### src/sv/csd_pkg.sv
// Package with the deframer's types, constants and helper functions.
`default_nettype none

package csd_pkg;

  localparam int SIZE_BITS  = 64;
  localparam int TOTAL_BITS = 48;
  localparam int DECL_BITS  = 48;
  localparam int CMP_BITS   = (TOTAL_BITS > DECL_BITS) ? TOTAL_BITS : DECL_BITS;

  localparam int APB_DATA_BITS = 64;
  localparam int APB_ADDR_BITS = 3;
  localparam logic [APB_ADDR_BITS-1:0] REG_DECL_LEN = 3'd0;

  localparam logic [7:0] CH_CR   = 8'h0D;
  localparam logic [7:0] CH_LF   = 8'h0A;
  localparam logic [7:0] CH_SEMI = 8'h3B;

  localparam logic [1:0] CLS_FRAMING = 2'd0;
  localparam logic [1:0] CLS_PAYLOAD = 2'd1;
  localparam logic [1:0] CLS_EXT     = 2'd2;
  localparam logic [1:0] CLS_TRAILER = 2'd3;

  localparam logic [1:0] ERR_NONE    = 2'd0;
  localparam logic [1:0] ERR_FRAMING = 2'd1;
  localparam logic [1:0] ERR_LENGTH  = 2'd2;

  typedef enum logic [3:0] {
    PH_SIZE    = 4'd0,
    PH_EXT     = 4'd1,
    PH_SIZE_LF = 4'd2,
    PH_DATA    = 4'd3,
    PH_DATA_CR = 4'd4,
    PH_DATA_LF = 4'd5,
    PH_TRAILER = 4'd6,
    PH_DONE    = 4'd7,
    PH_ERROR   = 4'd8
  } phase_e;

  // Result of one word, as handed from the parser to the output register.
  typedef struct packed {
    logic [1:0] byte_class;
    logic       chunk_end;
    logic       stream_done;
    logic       error_flag;
    logic [1:0] error_code;
  } res_t;

  // Bit 4 flags a hex digit, bits 3:0 carry its value.
  function automatic logic [4:0] hex_decode(input logic [7:0] b);
    logic [4:0] r;
    r = 5'd0;
    if (b >= 8'h30 && b <= 8'h39) begin
      r = {1'b1, 4'(b - 8'h30)};
    end else if (b >= 8'h61 && b <= 8'h66) begin
      r = {1'b1, 4'(b - 8'h57)};
    end else if (b >= 8'h41 && b <= 8'h46) begin
      r = {1'b1, 4'(b - 8'h37)};
    end
    return r;
  endfunction

endpackage

`default_nettype wire

### src/sv/csd_in_if.sv
// Input word channel: valid, ready and one raw body byte.
`default_nettype none

interface csd_in_if;
  logic       valid;
  logic       ready;
  logic [7:0] data_byte;

  modport source (output valid, output data_byte, input ready);
  modport sink   (input valid, input data_byte, output ready);
endinterface

`default_nettype wire

### src/sv/csd_out_if.sv
// Result word channel: valid, ready and the classification of one byte.
`default_nettype none

interface csd_out_if;
  logic       valid;
  logic       ready;
  logic [1:0] byte_class;
  logic       chunk_end;
  logic       stream_done;
  logic       error_flag;
  logic [1:0] error_code;

  modport source (output valid, output byte_class, output chunk_end, output stream_done,
                  output error_flag, output error_code, input ready);
  modport sink   (input valid, input byte_class, input chunk_end, input stream_done,
                  input error_flag, input error_code, output ready);
endinterface

`default_nettype wire

### src/sv/csd_parse.sv
// Chunked-body parser: phase machine, size and length counters, error latch.
`default_nettype none

module csd_parse (
  input  wire logic                         clk_i,
  input  wire logic                         rst_ni,
  input  wire logic                         step_i,
  input  wire logic [7:0]                   byte_i,
  input  wire logic [csd_pkg::DECL_BITS-1:0] decl_len_i,
  output csd_pkg::res_t                     res_o
);

  csd_pkg::phase_e                    phase_q, phase_d;
  logic [csd_pkg::SIZE_BITS-1:0]      size_q, size_d;
  logic                               saw_q, saw_d;
  logic [csd_pkg::SIZE_BITS-1:0]      owed_q, owed_d;
  logic [csd_pkg::TOTAL_BITS-1:0]     total_q, total_d;
  logic                               lempty_q, lempty_d;
  logic                               lcr_q, lcr_d;
  logic [1:0]                         err_q, err_d;

  logic [4:0] hex;
  logic       is_cr, is_lf, is_semi;
  logic       size_ovf, over_len, owed_last, size_zero, line_blank;

  assign hex        = csd_pkg::hex_decode(byte_i);
  assign is_cr      = (byte_i == csd_pkg::CH_CR);
  assign is_lf      = (byte_i == csd_pkg::CH_LF);
  assign is_semi    = (byte_i == csd_pkg::CH_SEMI);
  assign size_ovf   = |size_q[csd_pkg::SIZE_BITS-1 -: 4];
  assign size_zero  = (size_q == '0);
  assign owed_last  = (owed_q == csd_pkg::SIZE_BITS'(1));
  assign line_blank = lempty_q | lcr_q;
  assign over_len   = (csd_pkg::CMP_BITS'(total_q) >= csd_pkg::CMP_BITS'(decl_len_i)) ||
                      (&total_q);

  // Next phase.
  always_comb begin
    phase_d = phase_q;
    case (phase_q)
      csd_pkg::PH_SIZE: begin
        if (hex[4]) begin
          phase_d = size_ovf ? csd_pkg::PH_ERROR : csd_pkg::PH_SIZE;
        end else if (is_semi && saw_q) begin
          phase_d = csd_pkg::PH_EXT;
        end else if (is_cr && saw_q) begin
          phase_d = csd_pkg::PH_SIZE_LF;
        end else begin
          phase_d = csd_pkg::PH_ERROR;
        end
      end
      csd_pkg::PH_EXT: begin
        if (is_cr) phase_d = csd_pkg::PH_SIZE_LF;
      end
      csd_pkg::PH_SIZE_LF: begin
        if (!is_lf) begin
          phase_d = csd_pkg::PH_ERROR;
        end else begin
          phase_d = size_zero ? csd_pkg::PH_TRAILER : csd_pkg::PH_DATA;
        end
      end
      csd_pkg::PH_DATA: begin
        if (over_len) begin
          phase_d = csd_pkg::PH_ERROR;
        end else if (owed_last) begin
          phase_d = csd_pkg::PH_DATA_CR;
        end
      end
      csd_pkg::PH_DATA_CR: begin
        phase_d = is_cr ? csd_pkg::PH_DATA_LF : csd_pkg::PH_ERROR;
      end
      csd_pkg::PH_DATA_LF: begin
        phase_d = is_lf ? csd_pkg::PH_SIZE : csd_pkg::PH_ERROR;
      end
      csd_pkg::PH_TRAILER: begin
        if (is_lf && line_blank) phase_d = csd_pkg::PH_DONE;
      end
      default: begin
        phase_d = phase_q;
      end
    endcase
  end

  // Counters, line flags and the per-word result.
  always_comb begin
    size_d   = size_q;
    saw_d    = saw_q;
    owed_d   = owed_q;
    total_d  = total_q;
    lempty_d = lempty_q;
    lcr_d    = lcr_q;
    res_o.byte_class = csd_pkg::CLS_FRAMING;
    res_o.chunk_end  = 1'b0;
    case (phase_q)
      csd_pkg::PH_SIZE: begin
        if (hex[4] && !size_ovf) begin
          size_d = {size_q[csd_pkg::SIZE_BITS-5:0], hex[3:0]};
          saw_d  = 1'b1;
        end
      end
      csd_pkg::PH_EXT: begin
        if (!is_cr) res_o.byte_class = csd_pkg::CLS_EXT;
      end
      csd_pkg::PH_SIZE_LF: begin
        if (is_lf) begin
          owed_d = size_q;
          size_d = '0;
          saw_d  = 1'b0;
          if (size_zero) begin
            lempty_d        = 1'b1;
            lcr_d           = 1'b0;
            res_o.chunk_end = 1'b1;
          end
        end
      end
      csd_pkg::PH_DATA: begin
        if (!over_len) begin
          total_d          = total_q + csd_pkg::TOTAL_BITS'(1);
          owed_d           = owed_q - csd_pkg::SIZE_BITS'(1);
          res_o.byte_class = csd_pkg::CLS_PAYLOAD;
        end
      end
      csd_pkg::PH_DATA_LF: begin
        res_o.chunk_end = is_lf;
      end
      csd_pkg::PH_TRAILER: begin
        res_o.byte_class = csd_pkg::CLS_TRAILER;
        if (is_lf) begin
          if (!line_blank) begin
            lempty_d = 1'b1;
            lcr_d    = 1'b0;
          end
        end else begin
          lcr_d    = lempty_q && is_cr;
          lempty_d = 1'b0;
        end
      end
      default: begin
        res_o.byte_class = csd_pkg::CLS_FRAMING;
      end
    endcase
    // The error code is set on the word that first enters the error phase.
    if (phase_d == csd_pkg::PH_ERROR && phase_q != csd_pkg::PH_ERROR) begin
      err_d = (phase_q == csd_pkg::PH_DATA) ? csd_pkg::ERR_LENGTH : csd_pkg::ERR_FRAMING;
    end else begin
      err_d = err_q;
    end
    res_o.stream_done = (phase_d == csd_pkg::PH_DONE);
    res_o.error_flag  = (err_d != csd_pkg::ERR_NONE);
    res_o.error_code  = err_d;
  end

  always_ff @(posedge clk_i or negedge rst_ni) begin
    if (!rst_ni) begin
      phase_q  <= csd_pkg::PH_SIZE;
      size_q   <= '0;
      saw_q    <= 1'b0;
      owed_q   <= '0;
      total_q  <= '0;
      lempty_q <= 1'b1;
      lcr_q    <= 1'b0;
      err_q    <= csd_pkg::ERR_NONE;
    end else if (step_i) begin
      phase_q  <= phase_d;
      size_q   <= size_d;
      saw_q    <= saw_d;
      owed_q   <= owed_d;
      total_q  <= total_d;
      lempty_q <= lempty_d;
      lcr_q    <= lcr_d;
      err_q    <= err_d;
    end
  end

endmodule

`default_nettype wire

### src/sv/chunked_stream_deframer_core.sv
// Top level of the chunked-body deframer: channels, register port and pipeline.
//
//   Channel   Direction  Handshake            Contents
//   in_s      in         valid/ready          data_byte, one raw body byte per word
//   out_m     out        valid/ready          byte_class, chunk_end, stream_done,
//                                             error_flag, error_code
//   APB       in         psel/penable/pready  declared_length at byte address 0
//
// The block sustains one word per cycle as long as the output side keeps draining.
// A word is accepted into the input register and parsed there; its result is
// registered in the output register as the word moves on, for the sink to take.
// The rate is set by the single parser step between those two registers.
// Reset clears the parser to the size-line phase, the length register to zero and
// both pipeline stages to empty. A stalled output holds its word and back-pressures
// the input register, which in turn drops in_s.ready only when it cannot move.
`default_nettype none

module chunked_stream_deframer_core (
  input  wire logic                              clk_i,
  input  wire logic                              rst_ni,
  // Configuration port.
  input  wire logic                              psel,
  input  wire logic                              penable,
  input  wire logic                              pwrite,
  input  wire logic [csd_pkg::APB_ADDR_BITS-1:0] paddr,
  input  wire logic [csd_pkg::APB_DATA_BITS-1:0] pwdata,
  output logic      [csd_pkg::APB_DATA_BITS-1:0] prdata,
  output logic                                   pready,
  // Word channels.
  csd_in_if.sink                                 in_s,
  csd_out_if.source                              out_m
);

  // The declared length register. Writes land on the access phase of an APB write.
  logic [csd_pkg::DECL_BITS-1:0] decl_len_q;
  logic                          reg_wr;

  assign pready = 1'b1;
  assign reg_wr = psel && penable && pwrite && (paddr == csd_pkg::REG_DECL_LEN);

  always_ff @(posedge clk_i or negedge rst_ni) begin
    if (!rst_ni) begin
      decl_len_q <= '0;
    end else if (reg_wr) begin
      decl_len_q <= pwdata[csd_pkg::DECL_BITS-1:0];
    end
  end

  always_comb begin
    prdata = '0;
    if (paddr == csd_pkg::REG_DECL_LEN) begin
      prdata = csd_pkg::APB_DATA_BITS'(decl_len_q);
    end
  end

  // Input register. It is refilled in the same cycle as its word moves on, so a
  // word can be taken every cycle as long as the output side keeps draining.
  logic       in_vld_q;
  logic [7:0] in_byte_q;
  logic       out_vld_q;
  logic       out_free;
  logic       step;

  assign out_free   = !out_vld_q || out_m.ready;
  assign step       = in_vld_q && out_free;
  assign in_s.ready = !in_vld_q || step;

  always_ff @(posedge clk_i or negedge rst_ni) begin
    if (!rst_ni) begin
      in_vld_q <= 1'b0;
    end else if (in_s.ready) begin
      in_vld_q <= in_s.valid;
    end
  end

  always_ff @(posedge clk_i) begin
    if (in_s.valid && in_s.ready) begin
      in_byte_q <= in_s.data_byte;
    end
  end

  // The parser updates its state only on the cycle its word moves to the output.
  csd_pkg::res_t res;

  csd_parse u_parse (
    .clk_i      (clk_i),
    .rst_ni     (rst_ni),
    .step_i     (step),
    .byte_i     (in_byte_q),
    .decl_len_i (decl_len_q),
    .res_o      (res)
  );

  // Output register. It holds its word until the sink takes it.
  csd_pkg::res_t res_q;

  always_ff @(posedge clk_i or negedge rst_ni) begin
    if (!rst_ni) begin
      out_vld_q <= 1'b0;
    end else if (out_free) begin
      out_vld_q <= step;
    end
  end

  always_ff @(posedge clk_i) begin
    if (step) begin
      res_q <= res;
    end
  end

  assign out_m.valid       = out_vld_q;
  assign out_m.byte_class  = res_q.byte_class;
  assign out_m.chunk_end   = res_q.chunk_end;
  assign out_m.stream_done = res_q.stream_done;
  assign out_m.error_flag  = res_q.error_flag;
  assign out_m.error_code  = res_q.error_code;

endmodule

`default_nettype wire

### src/flat_wrapper.sv
// flat-port wrapper written by rule: the top's interface ports become plain ports
module chunked_stream_deframer_core_flat 
  (clk_i, rst_ni, psel, penable, pwrite, paddr, pwdata, prdata, pready, in_s_valid, in_s_data_byte, in_s_ready, out_m_valid, out_m_byte_class, out_m_chunk_end, out_m_stream_done, out_m_error_flag, out_m_error_code, out_m_ready);
  csd_in_if in_s_i ();
  csd_out_if out_m_i ();
  input  wire logic clk_i;
  input  wire logic rst_ni;
  input  wire logic psel;
  input  wire logic penable;
  input  wire logic pwrite;
  input  wire logic [csd_pkg::APB_ADDR_BITS-1:0] paddr;
  input  wire logic [csd_pkg::APB_DATA_BITS-1:0] pwdata;
  output logic      [csd_pkg::APB_DATA_BITS-1:0] prdata;
  output logic pready;
  input wire logic [$bits(in_s_i.valid)-1:0] in_s_valid;
  input wire logic [$bits(in_s_i.data_byte)-1:0] in_s_data_byte;
  output wire logic [$bits(in_s_i.ready)-1:0] in_s_ready;
  output wire logic [$bits(out_m_i.valid)-1:0] out_m_valid;
  output wire logic [$bits(out_m_i.byte_class)-1:0] out_m_byte_class;
  output wire logic [$bits(out_m_i.chunk_end)-1:0] out_m_chunk_end;
  output wire logic [$bits(out_m_i.stream_done)-1:0] out_m_stream_done;
  output wire logic [$bits(out_m_i.error_flag)-1:0] out_m_error_flag;
  output wire logic [$bits(out_m_i.error_code)-1:0] out_m_error_code;
  input wire logic [$bits(out_m_i.ready)-1:0] out_m_ready;
  assign in_s_i.valid = in_s_valid;
  assign in_s_i.data_byte = in_s_data_byte;
  assign in_s_ready = in_s_i.ready;
  assign out_m_valid = out_m_i.valid;
  assign out_m_byte_class = out_m_i.byte_class;
  assign out_m_chunk_end = out_m_i.chunk_end;
  assign out_m_stream_done = out_m_i.stream_done;
  assign out_m_error_flag = out_m_i.error_flag;
  assign out_m_error_code = out_m_i.error_code;
  assign out_m_i.ready = out_m_ready;
  chunked_stream_deframer_core u_core (.clk_i(clk_i), .rst_ni(rst_ni), .psel(psel), .penable(penable), .pwrite(pwrite), .paddr(paddr), .pwdata(pwdata), .prdata(prdata), .pready(pready), .in_s(in_s_i), .out_m(out_m_i));
endmodule
### config.mk
export PLATFORM = sky130hd
export DESIGN_NAME = chunked_stream_deframer_core_flat
export DESIGN_NICKNAME = d
export VERILOG_FILES = /design/src/sv/csd_pkg.sv /design/src/sv/csd_in_if.sv /design/src/sv/csd_out_if.sv /design/src/sv/csd_parse.sv /design/src/sv/chunked_stream_deframer_core.sv /design/src/flat_wrapper.sv
export SDC_FILE = /design/constraint.sdc
export NUM_CORES = 1
export LEC_CHECK = 0
export ABC_AREA = 1
export BUFFER_PORTS_ARGS = -buffer_cell sky130_fd_sc_hd__buf_2
export CAP_MARGIN = 40
export CELL_PAD_IN_SITES_DETAIL_PLACEMENT = 2
export CELL_PAD_IN_SITES_GLOBAL_PLACEMENT = 2
export CORE_MARGIN = 5
export CORE_UTILIZATION = 34
export DETAILED_ROUTE_END_ITERATION = 10
export PLACE_DENSITY = 0.83
export SYNTH_ARGS = -nofsm -noshare
export SYNTH_HDL_FRONTEND = slang
export SYNTH_SLANG_ARGS = --single-unit
### constraint.sdc
create_clock -name clk_i -period 2.9 [get_ports clk_i]
set_clock_uncertainty 0.1 [all_clocks]
set_input_delay 0 -clock clk_i [delete_from_list [all_inputs] [get_ports clk_i]]
set_output_delay 0 -clock clk_i [all_outputs]
set_load 0.01 [all_outputs]
==> results.md <==
- Status: complete, but fails checks
- Failing checks: negative setup slack
- Htree depth: 1
- Post-Syn Area: 15300 sq um
- Core area: 44400 sq um
- Filler cell count in the final layout: 5084
- Post-Synthesis Cells: 2099
- Leakage Power: 9.26 nW
- Critical path startpoint category: flip-flop
- Commonest non-fill, non-tap cells in the layout: nand2_1 (576), nor2_1 (294), dfrtp_1 (233), inv_1 (219), nand3_1 (126)
- Relative slew slack: 43.3%
- Largest net degree at the start of global routing: 97
- Hold Crit Class: in -> reg
- Worst-Margin Slew: 0.851 ns
- Post-DP HPWL: 41500 um
- Initial antenna violation count: 2
- Synth Area in Compound Gates: 10.6%
- Max Clock Freq: 343 MHz
- Hold slack: 0.0222 ns
- Gr ovfl total: 0
- Vias: 15.5k
- Yosys warning total: 0
- Met3 routed WL: 1610 um
- Post-synth top area cell: dfrtp_1
- Placed Area: 16800 sq um
- I/O Buffers: 122
- Met2 wire len: 34000 um
- Gpl congestion: 0.879
- Critical path class: reg -> reg
- CTS Buffer Depth: 3
- Setup violators final: 30
- CTS tree: built
- Simple-gate share of the synthesized area: 30.4%
- Fin cells: 2927
- Die Y: 222 um
- Worst vdd ir: 0.509 mV
- XOR/XNOR share of the synthesized area: 4.12%
- Detail Route Antenna Nets: 0
- Worst Slack Setup Final: -0.0179 ns
- Synth Area per Inst: 7.30 sq um
- # rows: 77
- Final Critical Period: 2.92 ns
- Vias/cell: 5.28
- Starting DRC count in detailed routing: 765
- Reg clk slew, reported paths: 0.08 ns
- P per Cell Area: 884 nW/um^2
- Die W: 222 um
- Clock latency on the worst-skew pair: 0.62 ns
- Max_cap viols: 0
- Layout cells sized above 1: 12.6%
- Drt pass-1 iters: 5
- Worst setup EP type: flip-flop
- Synth Area in Adders: 4.49%
- Final worst path period share: 101%
- Total power: 16.5 mW
- WP data required: 3.25 ns
- Num CTS Buffers: 30
- Final hold vios: 0
- Uppermost routed layer: met4
- Worst EP arrival: 3.26 ns
- Dpl ws: 0.0321 ns
- WHS Endpoint: u_core.in_byte_q[7]$_DFFE_PP_
- Total GRT Usage: 24.5%
- Hold Path Cell Cnt: 2
- Max-slew violations: 0
- Most common cell after layout, fill and taps aside: nand2_1
- Post-synth top area share: 38.2%
- Reg2reg setup slack: -0.02 ns
- First-pass GRT wire length: 98500 um
- Total Wirelength: 63300 um
- Reg2reg end: u_core.u_parse.size_q[41]$_DFFE_PN0P_
- Netlist cell types: 48
- Worst reg-to-reg path cell count: 10
- Mux contribution to synthesized area: 0%
- Die Area: 49400 sq um
- Sequential fraction of the synthesis area: 41.3%
- Register bit total from synthesis: 250
- Ports: 156
- Hold_sp: in_s_data_byte[7]
- Routed len/inst: 21.6 um
- Placed insts: 2790
- Syn-to-layout area delta: 22.1%
- Number of global-route vias before repair: 17.8k
- M1 WL: 25600 um
- Root Buffer: clkbuf_16
- Reg-to-reg startpoint: u_core.in_byte_q[0]$_DFFE_PP_
- Worst-path fanout max: 33
- Initial Utilization: 34.5%
- Sink Count: 250
- Final nets: 2447
- Final instance area: 18700 sq um
- Synth area leaders: dfrtp_1 (38%), nand2_1 (14%), nor2_1 (7.3%)
- Residual DRC: 0
- Main combinational cell family by area after synthesis: simple AND/OR/NAND/NOR gates
==> what timing repair did <==
item / in CTS / in global routing
hold buffers: 69 / 0
endpoints found under the setup margin: 1 / 177
cloned: 0 / 3
setup buffers: 3 / 5
endpoints found under the hold margin: 304 / 0
gates resized for setup: 0 / 20
pin swaps: 1 / 3
==> synthesized netlist by cell type (all sizes together) <==
library cell and count:
o31ai 1, nand3b 3, a31o 1, nand3 130
ha 55, a21o 4, o211ai 3, o21bai 5
nand2 585, nor4 12, or3 1, or2 10
o22ai 66, inv 229, o21a 2, buf 60
a211oi 1, nor2 304, nand4 41, dfstp 1
a2bb2oi 1, xnor2 30, o31a 1, nor3b 2
a21oi 53, xor2 42, and2 3, nor3 27
conb 2, o21ai 146, a31oi 1, edfxtp 15
clkbuf 28, dfrtp 234
==> metal layers <==
metal  vias to the layer above  track usage [%]
met2                       259             47.1
li1                       7158                -
met3                       118             2.94
met4                         0             8.13
met1                      7918             27.8
met5                         -                0
==> worst max-delay path by stage <==
| stage | start | to | slack [ns] | cells after the start |
|---|---|---|---|---|
| 2_1_floorplan | u_core.u_parse.total_q[39]$_DFFE_PN0P_ | u_core.u_parse.owed_q[50]$_DFFE_PN0P_ | 0.62 | 16 |
| 3_3_place_gp | u_core.u_parse.total_q[37]$_DFFE_PN0P_ | u_core.u_parse.total_q[24]$_DFFE_PN0P_ | 0.14 | 15 |
| 3_5_place_dp | u_core.decl_len_q[39]$_DFFE_PN0P_ | u_core.u_parse.total_q[24]$_DFFE_PN0P_ | 0.03 | 16 |
| 4_1_cts | u_core.u_parse.total_q[30]$_DFFE_PN0P_ | u_core.u_parse.owed_q[40]$_DFFE_PN0P_ | 0.03 | 12 |
| 5_1_grt | u_core.in_byte_q[0]$_DFFE_PP_ | u_core.u_parse.size_q[41]$_DFFE_PN0P_ | -0.07 | 10 |
| 6_report | u_core.in_byte_q[0]$_DFFE_PP_ | u_core.u_parse.size_q[41]$_DFFE_PN0P_ | -0.02 | 10 |
==> worst max-delay path, stage by stage, from the launching register on <==
cell and delay (ns):
edfxtp_1 0.49, inv_1 0.16, ha_1 0.21, nand2_1 0.07, nand4_1 0.10, nand4_1 0.29
nand3_2 0.22, nand2_1 0.19, nor4_4 0.35, bufbuf_16 0.39, o22ai_1 0.12
==> where the power goes <==
group | switching, mW | leakage, nW | internal (mW)
sequential | 1.01 | 3.01 | 4.71
combinational | 4.49 | 5.75 | 2.23
clock | 1.68 | 0.506 | 2.42
total | 7.18 | 9.26 | 9.36
==> state kept, by name, summed over array words and instances, names as in the netlist <==
signal                    cells
u_core.u_parse.saw_q          1
u_core.in_vld_q               1
u_core.u_parse.lcr_q          1
u_core.out_m.error_flag       1
u_core.out_m.error_code       2
u_core.u_parse.lempty_q       1
u_core.u_parse.owed_q        64
u_core.out_m.valid            1
u_core.u_parse.total_q       48
u_core.out_m.byte_class       2
u_core.u_parse.size_q        64
u_core.u_parse.phase_q        4
u_core.decl_len_q            48
u_core.out_m.chunk_end        1
u_core.in_byte_q              8
u_core.u_parse.err_q          2
u_core.out_m.stream_done      1
==> area by class of cell <==
cell class                 count  area (sq um)  share of cell area [%]
clock buffer                  47           875                    4.68
tap                          592           741                    3.96
timing repair buffer         252          1990                    10.6
inverter                     229           860                    4.60
multi-input combinational   1547          7740                    41.4
clock inverter                 8           165                   0.883
sequential                   250          6330                    33.9
antenna                        2          5.00                  0.0268
==> metrics by stage <==
step	util (%)	TNS (ns)
3_5_place_dp	37.7	0
6_report	42.1	-0.231
5_1_grt	42.1	-3.54
3_3_place_gp	37.7	0
4_1_cts	41.7	0
2_1_floorplan	-	0
==> cell families after synthesis <==
group	Yosys count
compound gates	285
xor+xnor	72
fa+ha+maj	55
buf+inv	317
flops	250
other cells	2
simple gates	1118
No activity file was read; power rests on OpenSTA's default activity.
